[src/md5_hash_engine_defines.svh]
// Assertion macros used by the MD5 engine back end.
// Needs a clock named clk and an active-low reset named arst_n in scope.
`ifndef MD5_HASH_ENGINE_DEFINES_SVH
`define MD5_HASH_ENGINE_DEFINES_SVH

// Implication within the same cycle.
`define MD5_ASSERT_SAME(label, ante, cons) \
	label: assert property (@(posedge clk) disable iff (!arst_n) (ante) |-> (cons)) \
		else $error("md5 assertion failed");

// Implication into the following cycle.
`define MD5_ASSERT_NEXT(label, ante, cons) \
	label: assert property (@(posedge clk) disable iff (!arst_n) (ante) |=> (cons)) \
		else $error("md5 assertion failed");

`endif

[src/md5_pkg.sv]
// Package of the MD5 engine: constants, block queue entry type and round tables.
// Used by every module of the engine; depends on nothing.
package md5_pkg;

	localparam int QueueDepth = 2;

	localparam logic [31:0] IV_A = 32'h67452301;
	localparam logic [31:0] IV_B = 32'hefcdab89;
	localparam logic [31:0] IV_C = 32'h98badcfe;
	localparam logic [31:0] IV_D = 32'h10325476;
	localparam logic [7:0]  PAD_MARK = 8'h80;
	localparam logic [5:0]  LEN_POS = 6'd56;
	localparam logic [5:0]  LAST_POS = 6'd63;
	localparam logic [5:0]  LAST_ROUND = 6'd63;

	typedef struct packed {
		logic         final_blk;
		logic [511:0] data;
	} blk_entry_t;

	typedef enum logic {
		F_TAKE,
		F_PAD
	} front_state_t;

	typedef enum logic [1:0] {
		B_IDLE,
		B_RUN,
		B_OUT
	} back_state_t;

	function automatic logic [31:0] round_const(input logic [5:0] r);
		logic [31:0] k;
		case (r)
			6'd0: k = 32'hd76aa478;  6'd1: k = 32'he8c7b756;  6'd2: k = 32'h242070db;
			6'd3: k = 32'hc1bdceee;  6'd4: k = 32'hf57c0faf;  6'd5: k = 32'h4787c62a;
			6'd6: k = 32'ha8304613;  6'd7: k = 32'hfd469501;  6'd8: k = 32'h698098d8;
			6'd9: k = 32'h8b44f7af;  6'd10: k = 32'hffff5bb1; 6'd11: k = 32'h895cd7be;
			6'd12: k = 32'h6b901122; 6'd13: k = 32'hfd987193; 6'd14: k = 32'ha679438e;
			6'd15: k = 32'h49b40821; 6'd16: k = 32'hf61e2562; 6'd17: k = 32'hc040b340;
			6'd18: k = 32'h265e5a51; 6'd19: k = 32'he9b6c7aa; 6'd20: k = 32'hd62f105d;
			6'd21: k = 32'h02441453; 6'd22: k = 32'hd8a1e681; 6'd23: k = 32'he7d3fbc8;
			6'd24: k = 32'h21e1cde6; 6'd25: k = 32'hc33707d6; 6'd26: k = 32'hf4d50d87;
			6'd27: k = 32'h455a14ed; 6'd28: k = 32'ha9e3e905; 6'd29: k = 32'hfcefa3f8;
			6'd30: k = 32'h676f02d9; 6'd31: k = 32'h8d2a4c8a; 6'd32: k = 32'hfffa3942;
			6'd33: k = 32'h8771f681; 6'd34: k = 32'h6d9d6122; 6'd35: k = 32'hfde5380c;
			6'd36: k = 32'ha4beea44; 6'd37: k = 32'h4bdecfa9; 6'd38: k = 32'hf6bb4b60;
			6'd39: k = 32'hbebfbc70; 6'd40: k = 32'h289b7ec6; 6'd41: k = 32'heaa127fa;
			6'd42: k = 32'hd4ef3085; 6'd43: k = 32'h04881d05; 6'd44: k = 32'hd9d4d039;
			6'd45: k = 32'he6db99e5; 6'd46: k = 32'h1fa27cf8; 6'd47: k = 32'hc4ac5665;
			6'd48: k = 32'hf4292244; 6'd49: k = 32'h432aff97; 6'd50: k = 32'hab9423a7;
			6'd51: k = 32'hfc93a039; 6'd52: k = 32'h655b59c3; 6'd53: k = 32'h8f0ccc92;
			6'd54: k = 32'hffeff47d; 6'd55: k = 32'h85845dd1; 6'd56: k = 32'h6fa87e4f;
			6'd57: k = 32'hfe2ce6e0; 6'd58: k = 32'ha3014314; 6'd59: k = 32'h4e0811a1;
			6'd60: k = 32'hf7537e82; 6'd61: k = 32'hbd3af235; 6'd62: k = 32'h2ad7d2bb;
			6'd63: k = 32'heb86d391;
			default: k = 32'h0;
		endcase
		return k;
	endfunction

	function automatic logic [4:0] rot_amount(input logic [5:0] r);
		logic [4:0] s;
		case ({r[5:4], r[1:0]})
			4'd0: s = 5'd7;   4'd1: s = 5'd12;  4'd2: s = 5'd17;  4'd3: s = 5'd22;
			4'd4: s = 5'd5;   4'd5: s = 5'd9;   4'd6: s = 5'd14;  4'd7: s = 5'd20;
			4'd8: s = 5'd4;   4'd9: s = 5'd11;  4'd10: s = 5'd16; 4'd11: s = 5'd23;
			4'd12: s = 5'd6;  4'd13: s = 5'd10; 4'd14: s = 5'd15; 4'd15: s = 5'd21;
			default: s = 5'd0;
		endcase
		return s;
	endfunction

	function automatic logic [3:0] msg_index(input logic [5:0] r);
		logic [3:0] g;
		case (r[5:4])
			2'd0: g = r[3:0];
			2'd1: g = 4'(r[3:0] * 4'd5 + 4'd1);
			2'd2: g = 4'(r[3:0] * 4'd3 + 4'd5);
			default: g = 4'(r[3:0] * 4'd7);
		endcase
		return g;
	endfunction

endpackage

[src/md5_fifo.sv]
// Short queue of complete 64-byte blocks between the front and the back.
// Depends on md5_pkg for the entry type and the default depth.
module md5_fifo #(
	parameter int Depth = md5_pkg::QueueDepth
) (
	input  logic                clk,
	input  logic                arst_n,
	input  logic                push,
	input  md5_pkg::blk_entry_t push_data,
	output logic                full,
	input  logic                pop,
	output md5_pkg::blk_entry_t pop_data,
	output logic                empty
);
	localparam int PtrW = (Depth > 1) ? $clog2(Depth) : 1;
	localparam int CntW = $clog2(Depth + 1);

	md5_pkg::blk_entry_t mem_q [Depth];
	logic [PtrW-1:0] wr_ptr_q, rd_ptr_q;
	logic [CntW-1:0] cnt_q;

	assign full = (cnt_q == CntW'(Depth));
	assign empty = (cnt_q == '0);
	assign pop_data = mem_q[rd_ptr_q];

	always_ff @(posedge clk) begin
		if (push && !full) begin
			mem_q[wr_ptr_q] <= push_data;
		end
	end

	always_ff @(posedge clk or negedge arst_n) begin
		if (!arst_n) begin
			wr_ptr_q <= '0;
			rd_ptr_q <= '0;
			cnt_q <= '0;
		end else begin
			if (push && !full) begin
				wr_ptr_q <= (wr_ptr_q == PtrW'(Depth - 1)) ? '0 : wr_ptr_q + 1'b1;
			end
			if (pop && !empty) begin
				rd_ptr_q <= (rd_ptr_q == PtrW'(Depth - 1)) ? '0 : rd_ptr_q + 1'b1;
			end
			cnt_q <= cnt_q + CntW'(push && !full) - CntW'(pop && !empty);
		end
	end
endmodule

[src/md5_front.sv]
// Front end: accepts beats, packs bytes into blocks, counts length and pads on finish.
// Depends on md5_pkg; feeds md5_fifo.
module md5_front (
	input  logic                clk,
	input  logic                arst_n,
	input  logic                in_valid,
	output logic                in_stall,
	input  logic                kind,
	input  logic [7:0]          data_byte,
	output logic                push,
	output md5_pkg::blk_entry_t push_data,
	input  logic                q_full
);
	md5_pkg::front_state_t state_q, state_d;
	logic [511:0] blk_q, blk_nxt;
	logic [5:0]   fill_q, fill_inc;
	logic [63:0]  bitlen_q, len_q;
	logic         mark_q, len_ph_q;
	logic         wr_en, take;
	logic [7:0]   wr_byte, pad_byte;

	assign fill_inc = fill_q + 6'd1;

	always_comb begin
		if (mark_q) begin
			pad_byte = md5_pkg::PAD_MARK;
		end else if (len_ph_q) begin
			pad_byte = len_q[{fill_q[2:0], 3'b000} +: 8];
		end else begin
			pad_byte = 8'h00;
		end
	end

	always_comb begin
		state_d = state_q;
		in_stall = 1'b1;
		take = 1'b0;
		wr_en = 1'b0;
		wr_byte = data_byte;
		case (state_q)
			md5_pkg::F_TAKE: begin
				in_stall = q_full;
				take = in_valid && !q_full;
				if (take && !kind) begin
					wr_en = 1'b1;
				end else if (take) begin
					state_d = md5_pkg::F_PAD;
				end
			end
			md5_pkg::F_PAD: begin
				wr_byte = pad_byte;
				wr_en = !(fill_q == md5_pkg::LAST_POS && q_full);
				if (wr_en && len_ph_q && fill_q == md5_pkg::LAST_POS) begin
					state_d = md5_pkg::F_TAKE;
				end
			end
			default: state_d = md5_pkg::F_TAKE;
		endcase
	end

	always_comb begin
		blk_nxt = blk_q;
		blk_nxt[{fill_q, 3'b000} +: 8] = wr_byte;
	end

	assign push = wr_en && (fill_q == md5_pkg::LAST_POS);
	assign push_data.data = blk_nxt;
	assign push_data.final_blk = (state_q == md5_pkg::F_PAD) && len_ph_q;

	always_ff @(posedge clk) begin
		if (wr_en) begin
			blk_q <= blk_nxt;
		end
		if (take && kind) begin
			len_q <= bitlen_q;
		end
	end

	always_ff @(posedge clk or negedge arst_n) begin
		if (!arst_n) begin
			state_q <= md5_pkg::F_TAKE;
			fill_q <= '0;
			bitlen_q <= '0;
			mark_q <= 1'b0;
			len_ph_q <= 1'b0;
		end else begin
			state_q <= state_d;
			if (wr_en) begin
				fill_q <= fill_inc;
			end
			if (state_q == md5_pkg::F_TAKE) begin
				if (take && !kind) begin
					bitlen_q <= bitlen_q + 64'd8;
				end else if (take) begin
					mark_q <= 1'b1;
					len_ph_q <= 1'b0;
				end
			end else if (wr_en) begin
				mark_q <= 1'b0;
				len_ph_q <= len_ph_q || (fill_inc == md5_pkg::LEN_POS);
				if (state_d == md5_pkg::F_TAKE) begin
					bitlen_q <= '0;
					len_ph_q <= 1'b0;
				end
			end
		end
	end
endmodule

[src/md5_back.sv]
// Back end: runs the 64 MD5 rounds on queued blocks, one round per cycle, and emits digests.
// Depends on md5_pkg and the assertion macros header.
`include "md5_hash_engine_defines.svh"

module md5_back (
	input  logic                clk,
	input  logic                arst_n,
	input  logic                q_empty,
	input  md5_pkg::blk_entry_t q_data,
	output logic                pop,
	output logic                out_valid,
	input  logic                out_stall,
	output logic [31:0]         digest_word,
	output logic [1:0]          word_index,
	output logic                last_word
);
	md5_pkg::back_state_t state_q, state_d;
	logic [511:0] blk_q;
	logic         fin_q;
	logic [5:0]   rnd_q;
	logic [1:0]   idx_q;
	logic [31:0]  a_q, b_q, c_q, d_q;
	logic [31:0]  chain_q [4];
	logic [31:0]  f, t, w, rot, b_new;
	logic [63:0]  dbl;
	logic         out_take;

	always_comb begin
		case (rnd_q[5:4])
			2'd0: f = (b_q & c_q) | (~b_q & d_q);
			2'd1: f = (b_q & d_q) | (c_q & ~d_q);
			2'd2: f = b_q ^ c_q ^ d_q;
			default: f = c_q ^ (b_q | ~d_q);
		endcase
		w = blk_q[{md5_pkg::msg_index(rnd_q), 5'b00000} +: 32];
		t = a_q + f + w + md5_pkg::round_const(rnd_q);
		dbl = {t, t} << md5_pkg::rot_amount(rnd_q);
		rot = dbl[63:32];
		b_new = b_q + rot;
	end

	assign out_valid = (state_q == md5_pkg::B_OUT);
	assign out_take = out_valid && !out_stall;
	assign digest_word = chain_q[idx_q];
	assign word_index = idx_q;
	assign last_word = (idx_q == 2'd3);

	always_comb begin
		state_d = state_q;
		pop = 1'b0;
		case (state_q)
			md5_pkg::B_IDLE: begin
				if (!q_empty) begin
					pop = 1'b1;
					state_d = md5_pkg::B_RUN;
				end
			end
			md5_pkg::B_RUN: begin
				if (rnd_q == md5_pkg::LAST_ROUND) begin
					state_d = fin_q ? md5_pkg::B_OUT : md5_pkg::B_IDLE;
				end
			end
			md5_pkg::B_OUT: begin
				if (out_take && idx_q == 2'd3) begin
					state_d = md5_pkg::B_IDLE;
				end
			end
			default: state_d = md5_pkg::B_IDLE;
		endcase
	end

	always_ff @(posedge clk) begin
		if (pop) begin
			blk_q <= q_data.data;
			fin_q <= q_data.final_blk;
			a_q <= chain_q[0];
			b_q <= chain_q[1];
			c_q <= chain_q[2];
			d_q <= chain_q[3];
		end else if (state_q == md5_pkg::B_RUN) begin
			a_q <= d_q;
			b_q <= b_new;
			c_q <= b_q;
			d_q <= c_q;
		end
	end

	always_ff @(posedge clk or negedge arst_n) begin
		if (!arst_n) begin
			state_q <= md5_pkg::B_IDLE;
			rnd_q <= '0;
			idx_q <= '0;
			chain_q[0] <= md5_pkg::IV_A;
			chain_q[1] <= md5_pkg::IV_B;
			chain_q[2] <= md5_pkg::IV_C;
			chain_q[3] <= md5_pkg::IV_D;
		end else begin
			state_q <= state_d;
			if (pop) begin
				rnd_q <= '0;
			end else if (state_q == md5_pkg::B_RUN) begin
				rnd_q <= rnd_q + 6'd1;
				if (rnd_q == md5_pkg::LAST_ROUND) begin
					chain_q[0] <= chain_q[0] + d_q;
					chain_q[1] <= chain_q[1] + b_new;
					chain_q[2] <= chain_q[2] + b_q;
					chain_q[3] <= chain_q[3] + c_q;
					idx_q <= '0;
				end
			end
			if (out_take) begin
				idx_q <= idx_q + 2'd1;
				if (idx_q == 2'd3) begin
					chain_q[0] <= md5_pkg::IV_A;
					chain_q[1] <= md5_pkg::IV_B;
					chain_q[2] <= md5_pkg::IV_C;
					chain_q[3] <= md5_pkg::IV_D;
				end
			end
		end
	end

	`MD5_ASSERT_NEXT(a_pop_starts, state_q == md5_pkg::B_IDLE && !q_empty, state_q == md5_pkg::B_RUN && rnd_q == 6'd0)
	`MD5_ASSERT_NEXT(a_mid_block, state_q == md5_pkg::B_RUN && rnd_q == md5_pkg::LAST_ROUND && !fin_q, state_q == md5_pkg::B_IDLE)
	`MD5_ASSERT_NEXT(a_iv_reload, out_take && idx_q == 2'd3, chain_q[0] == md5_pkg::IV_A && chain_q[3] == md5_pkg::IV_D)
endmodule

[src/md5_hash_engine.sv]
// Beat    Direction  Handshake            Payload
// input   in         in_valid / in_stall  kind, data_byte
// output  out        out_valid/out_stall  digest_word, word_index, last_word
//
// A message byte is packed into the current block; a full block then waits in the queue.
// A finish beat pads one byte per cycle, one or two blocks, and a full queue can hold it;
// the back end loads and hashes each block, and after the last emits four digest beats.
// Reset is asynchronous and active low and loads the standard initial chaining values.
// The input stalls while the block queue is full or padding is in progress.
module md5_hash_engine #(
	parameter int QDepth = md5_pkg::QueueDepth
) (
	input  logic        clk,
	input  logic        arst_n,
	input  logic        in_valid,
	output logic        in_stall,
	input  logic        kind,
	input  logic [7:0]  data_byte,
	output logic        out_valid,
	input  logic        out_stall,
	output logic [31:0] digest_word,
	output logic [1:0]  word_index,
	output logic        last_word
);
	md5_pkg::blk_entry_t push_data, pop_data;
	logic push, pop, q_full, q_empty;

	md5_front u_front (
		.clk(clk),
		.arst_n(arst_n),
		.in_valid(in_valid),
		.in_stall(in_stall),
		.kind(kind),
		.data_byte(data_byte),
		.push(push),
		.push_data(push_data),
		.q_full(q_full)
	);

	md5_fifo #(.Depth(QDepth)) u_fifo (
		.clk(clk),
		.arst_n(arst_n),
		.push(push),
		.push_data(push_data),
		.full(q_full),
		.pop(pop),
		.pop_data(pop_data),
		.empty(q_empty)
	);

	md5_back u_back (
		.clk(clk),
		.arst_n(arst_n),
		.q_empty(q_empty),
		.q_data(pop_data),
		.pop(pop),
		.out_valid(out_valid),
		.out_stall(out_stall),
		.digest_word(digest_word),
		.word_index(word_index),
		.last_word(last_word)
	);
endmodule
[config.mk]
export PLATFORM = sky130hd
export DESIGN_NAME = md5_hash_engine
export DESIGN_NICKNAME = d
export VERILOG_FILES = /design/src/md5_pkg.sv /design/src/md5_fifo.sv /design/src/md5_front.sv /design/src/md5_back.sv /design/src/md5_hash_engine.sv
export VERILOG_INCLUDE_DIRS = /design/src /design/src/src
export SDC_FILE = /design/constraint.sdc
export NUM_CORES = 2
export LEC_CHECK = 0
export ABC_CLOCK_PERIOD_IN_PS = 50900
export BUFFER_PORTS_ARGS = -buffer_cell sky130_fd_sc_hd__buf_2
export CORE_ASPECT_RATIO = 1.4
export CORE_MARGIN = 5
export CORE_UTILIZATION = 52
export DETAILED_ROUTE_END_ITERATION = 7
export PLACE_DENSITY_LB_ADDON = 0.1
export SETUP_SLACK_MARGIN = 0.1
export SYNTH_ARGS = -nofsm -noshare
export SYNTH_HDL_FRONTEND = slang
export SYNTH_SLANG_ARGS = --single-unit
[constraint.sdc]
create_clock -name clk -period 50.9 [get_ports clk]
set_clock_uncertainty 0.1 [all_clocks]
set_input_delay 5.09 -clock clk [delete_from_list [all_inputs] [get_ports clk]]
set_output_delay 5.09 -clock clk [all_outputs]
set_load 0.02 [all_outputs]
==> results.toml <==
[outcome]
status = "finished, final reports clean"

[finish]
drive_gt1_share_pct = 15.4
syn_to_final_growth_pct = 9.74
n_fill_cell = 17600
final_net_count = 8853

[synth]
synth.distinct_cells = 96
syn_nets = 8911
ys_ff_latch = 2452
syn_area_mm2 = 0.113
synthArstFlopShare_pct = 8.65
avgSynthCellArea_um2 = 13.1
ys_warn_count = 0
synth_edf_count = 2240
synth_ff_type = "edfxtp_1"
seq_area_frac_synth_pct = 64.3
postSynthCellCount = 8593

[worst_setup_path]
path_common_cell = "a21oi_1"
crit_path_max_fanout = 112
arrival_ps = 16970
reg2reg_to = "u_back.chain_q[95]$_DFF_PN1_"
r2r_start = "u_back.rnd_q[4]$_DFFE_PN0P_"
r2r_slack_ps = 34630
reg2reg_depth = 59
worstSetupEndpointType = "flip-flop"
critPathMaxStageDelay_ps = 820
startpoint = "u_back.rnd_q[4]$_DFFE_PN0P_"
critPathSlowestCell = "a21oi_1"
crit_type = "reg2reg"
cp.required_ps = 51600
crit_end = "u_back.chain_q[95]$_DFF_PN1_"
startpoint_type = "flip-flop"

[clock_network]
cts_resized = 0
clock_latency_ps = 890
hold_buffers = 0
cts_setup_buffers = 0
cts_tree = "yes"
cts.clk_slew.worst_paths_ps = 70
cts_buffer_depth = 4
cts-root-buf = "clkbuf_16"
clock_sinks = 2452
cts_buffers = 233
cts_max_level = 4

[placement]
hpwl_um = 190000
gp_congestion = 0.928
dp_slack_ps = 34960
io_buffer_count = 49

[pwr]
ir_worst_vdd_mv = 0.0314
leakagePower_nw = 44.9
cellPowerDensity_mw_per_mm2 = 36.7

[timing]
setup_viol = 0
finalCriticalPeriod_ps = 16270
worst_slack_ps = 34630
maxSlewViolCount = 0
fmax_mhz = 61.5
final.setup.tns_ps = 0
hold_viol_final = 0
rsz0062_at_grt = "no"
post-route-period-util_pct = 32.0
worst_slew_pin_slew_ps = 1320
slew_headroom_pct = 11.5

[global_routing]
antenna_found_initial = 6
grt_pass1_wl_um = 447000
grt_max_degree = 153
grtUsageTotal_pct = 25.9
first_global_vias = 68900
overflow = 0

[routing]
drc_errors = 0
wl_um = 299000
vias = 69200
first_pass_iters = 6
drt_iter0_drc = 5636
antenna_left = 0
wl_per_cell_um = 25.8
avgViaCountPerCell = 5.97

[worst_hold_path]
hp-start = "u_front.bitlen_q[58]$_DFFE_PN0P_"
min_path_type = "reg2reg"

[floorplanning]
initial_core_util_pct = 52.2
fp.dieW_um = 404
boundaryPins = 50
coreArea_mm2 = 0.216
dieArea_mm2 = 0.227
die_h_um = 562
num_rows = 202

[run]
maxCapViolCount = 0
[where the power goes]
group	internal (mW)	switching [mW]
clock	1.01	0.744
combinational	0.0980	0.246
sequential	2.42	0.0365
total	3.53	1.03
[how the worst min path moves through the flow]
stage | end | slack, ps | cells after the start
after global placement | u_front.len_q[63]$_DFFE_PP_ | 360 | 0
after floorplan | u_front.len_q[63]$_DFFE_PP_ | 340 | 0
after detailed placement | u_front.len_q[58]$_DFFE_PP_ | 360 | 0
after CTS | u_front.len_q[58]$_DFFE_PP_ | 370 | 0
after global routing | u_front.len_q[58]$_DFFE_PP_ | 400 | 0
final | u_front.len_q[58]$_DFFE_PP_ | 380 | 0
[through the flow]
stage | total power [mW] | cells | util (%) | cell area [um^2] | hold WS (ps)
2_1_floorplan | 2.72 | 8593 | - | 113000 | 344
3_3_place_gp | 2.82 | 11200 | 53.8 | 116000 | 360
3_5_place_dp | 2.84 | 11200 | 53.8 | 116000 | 360
4_1_cts | 4.60 | 11600 | 57.3 | 124000 | 374
5_1_grt | 4.72 | 11600 | 57.3 | 124000 | 402
6_report | 4.56 | 11600 | 57.3 | 124000 | 377
[kinds of logic after synthesis]
group	share of synthesized area [%]
compound gates	9.93
xor+xnor	2.03
fa+ha+maj	4.13
buf+inv	2.37
flops	64.3
mux	9.05
simple gates	8.19
[state kept, by name (all words and copies together) (netlist names)]
name	flops
u_fifo.mem_q	1026
u_back.blk_q	512
u_front.blk_q	512
u_back.chain_q	128
u_front.bitlen_q	61
u_front.len_q	61
u_back.a_q	32
u_back.b_q	32
u_back.c_q	32
u_back.d_q	32
u_back.rnd_q	6
u_front.fill_q	6
u_back.state_q	2
u_back.word_index	2
u_fifo.cnt_q	2
u_back.fin_q	1
u_fifo.rd_ptr_q	1
u_fifo.wr_ptr_q	1
u_front.len_ph_q	1
u_front.mark_q	1
u_front.state_q	1
[routing by layer]
layer	up-vias	track usage, %	part of all wire [%]
met4	0	8.69	3.7
met3	481	2.92	4.4
met5	-	0	0
met1	35000	35.4	43
li1	31900	-	-
met2	1778	43.6	49
[cells in the mapped netlist (all sizes together) (9+ instances only)]
library cell	number	area share (%)
nor3	83	0.37
mux4	58	1.2
o31a	9	0.070
a211oi	257	1.7
o21bai	20	0.13
nand2b	40	0.22
a21o	87	0.58
o221a	22	0.22
o31ai	14	0.097
edfxtp	2240	60
a21oi	476	2.1
o21a	39	0.26
mux2	612	6.1
or3	36	0.20
a31oi	88	0.49
nand2	1143	3.8
and3	27	0.15
o21ai	652	2.9
dfrtp	148	3.3
a21boi	10	0.066
xnor2	115	0.89
o22ai	10	0.055
ha	233	2.6
nor2b	160	0.89
o311ai	14	0.11
maj3	31	0.27
o211ai	63	0.42
nor2	399	1.3
inv	233	0.77
fa	72	1.3
dfstp	64	1.5
or2	17	0.094
nor3b	12	0.080
nand3	127	0.57
nand4	28	0.16
mux2i	203	1.8
and2	16	0.089
buf	66	0.26
xor2	147	1.1
clkbuf	400	1.3
o221ai	13	0.10
[cell type report]
class	instances	area, um^2	share of cell area, %
flip-flops and latches	2452	72700	58.6
clock inverters	136	1380	1.11
well taps	2856	3570	2.88
diodes	4	10.0	0.00807
clock buffers	287	6240	5.03
inverters	234	893	0.720
repair buffers	173	1270	1.03
multi-input cells	5441	38000	30.6
[worst max-delay path, delay by kind of cell, from the launching register on]
family | cells | cell delay, ps
buffers and inverters | 8 | 3040
DFF | 1 | 730
xor gates and xnor gates | 2 | 440
muxes | 4 | 1020
adders and majority gates | 6 | 2020
and+or+nand+nor | 10 | 1560
AOI/OAI and AO/OA | 29 | 6810
[cell usage in the layout (no fill, tap or decap), types with 72 or more instances in the layout]
master,netlist,routed
edfxtp_1,2240,2240
clkbuf_16,0,238
o21ai_0,631,630
mux2i_1,203,203
mux2_2,612,612
buf_4,4,117
ha_1,233,233
nand3_1,126,126
xor2_1,147,146
dfrtp_1,148,142
fa_1,72,72
a21oi_1,472,467
a21o_1,87,86
nand2_1,1143,1141
nor2b_1,160,159
nor3_1,83,81
inv_1,228,227
a211oi_1,257,257
nor2_1,398,395
xnor2_1,115,113
a31oi_1,88,88
Note: power is estimated with default switching activity, not from simulation.
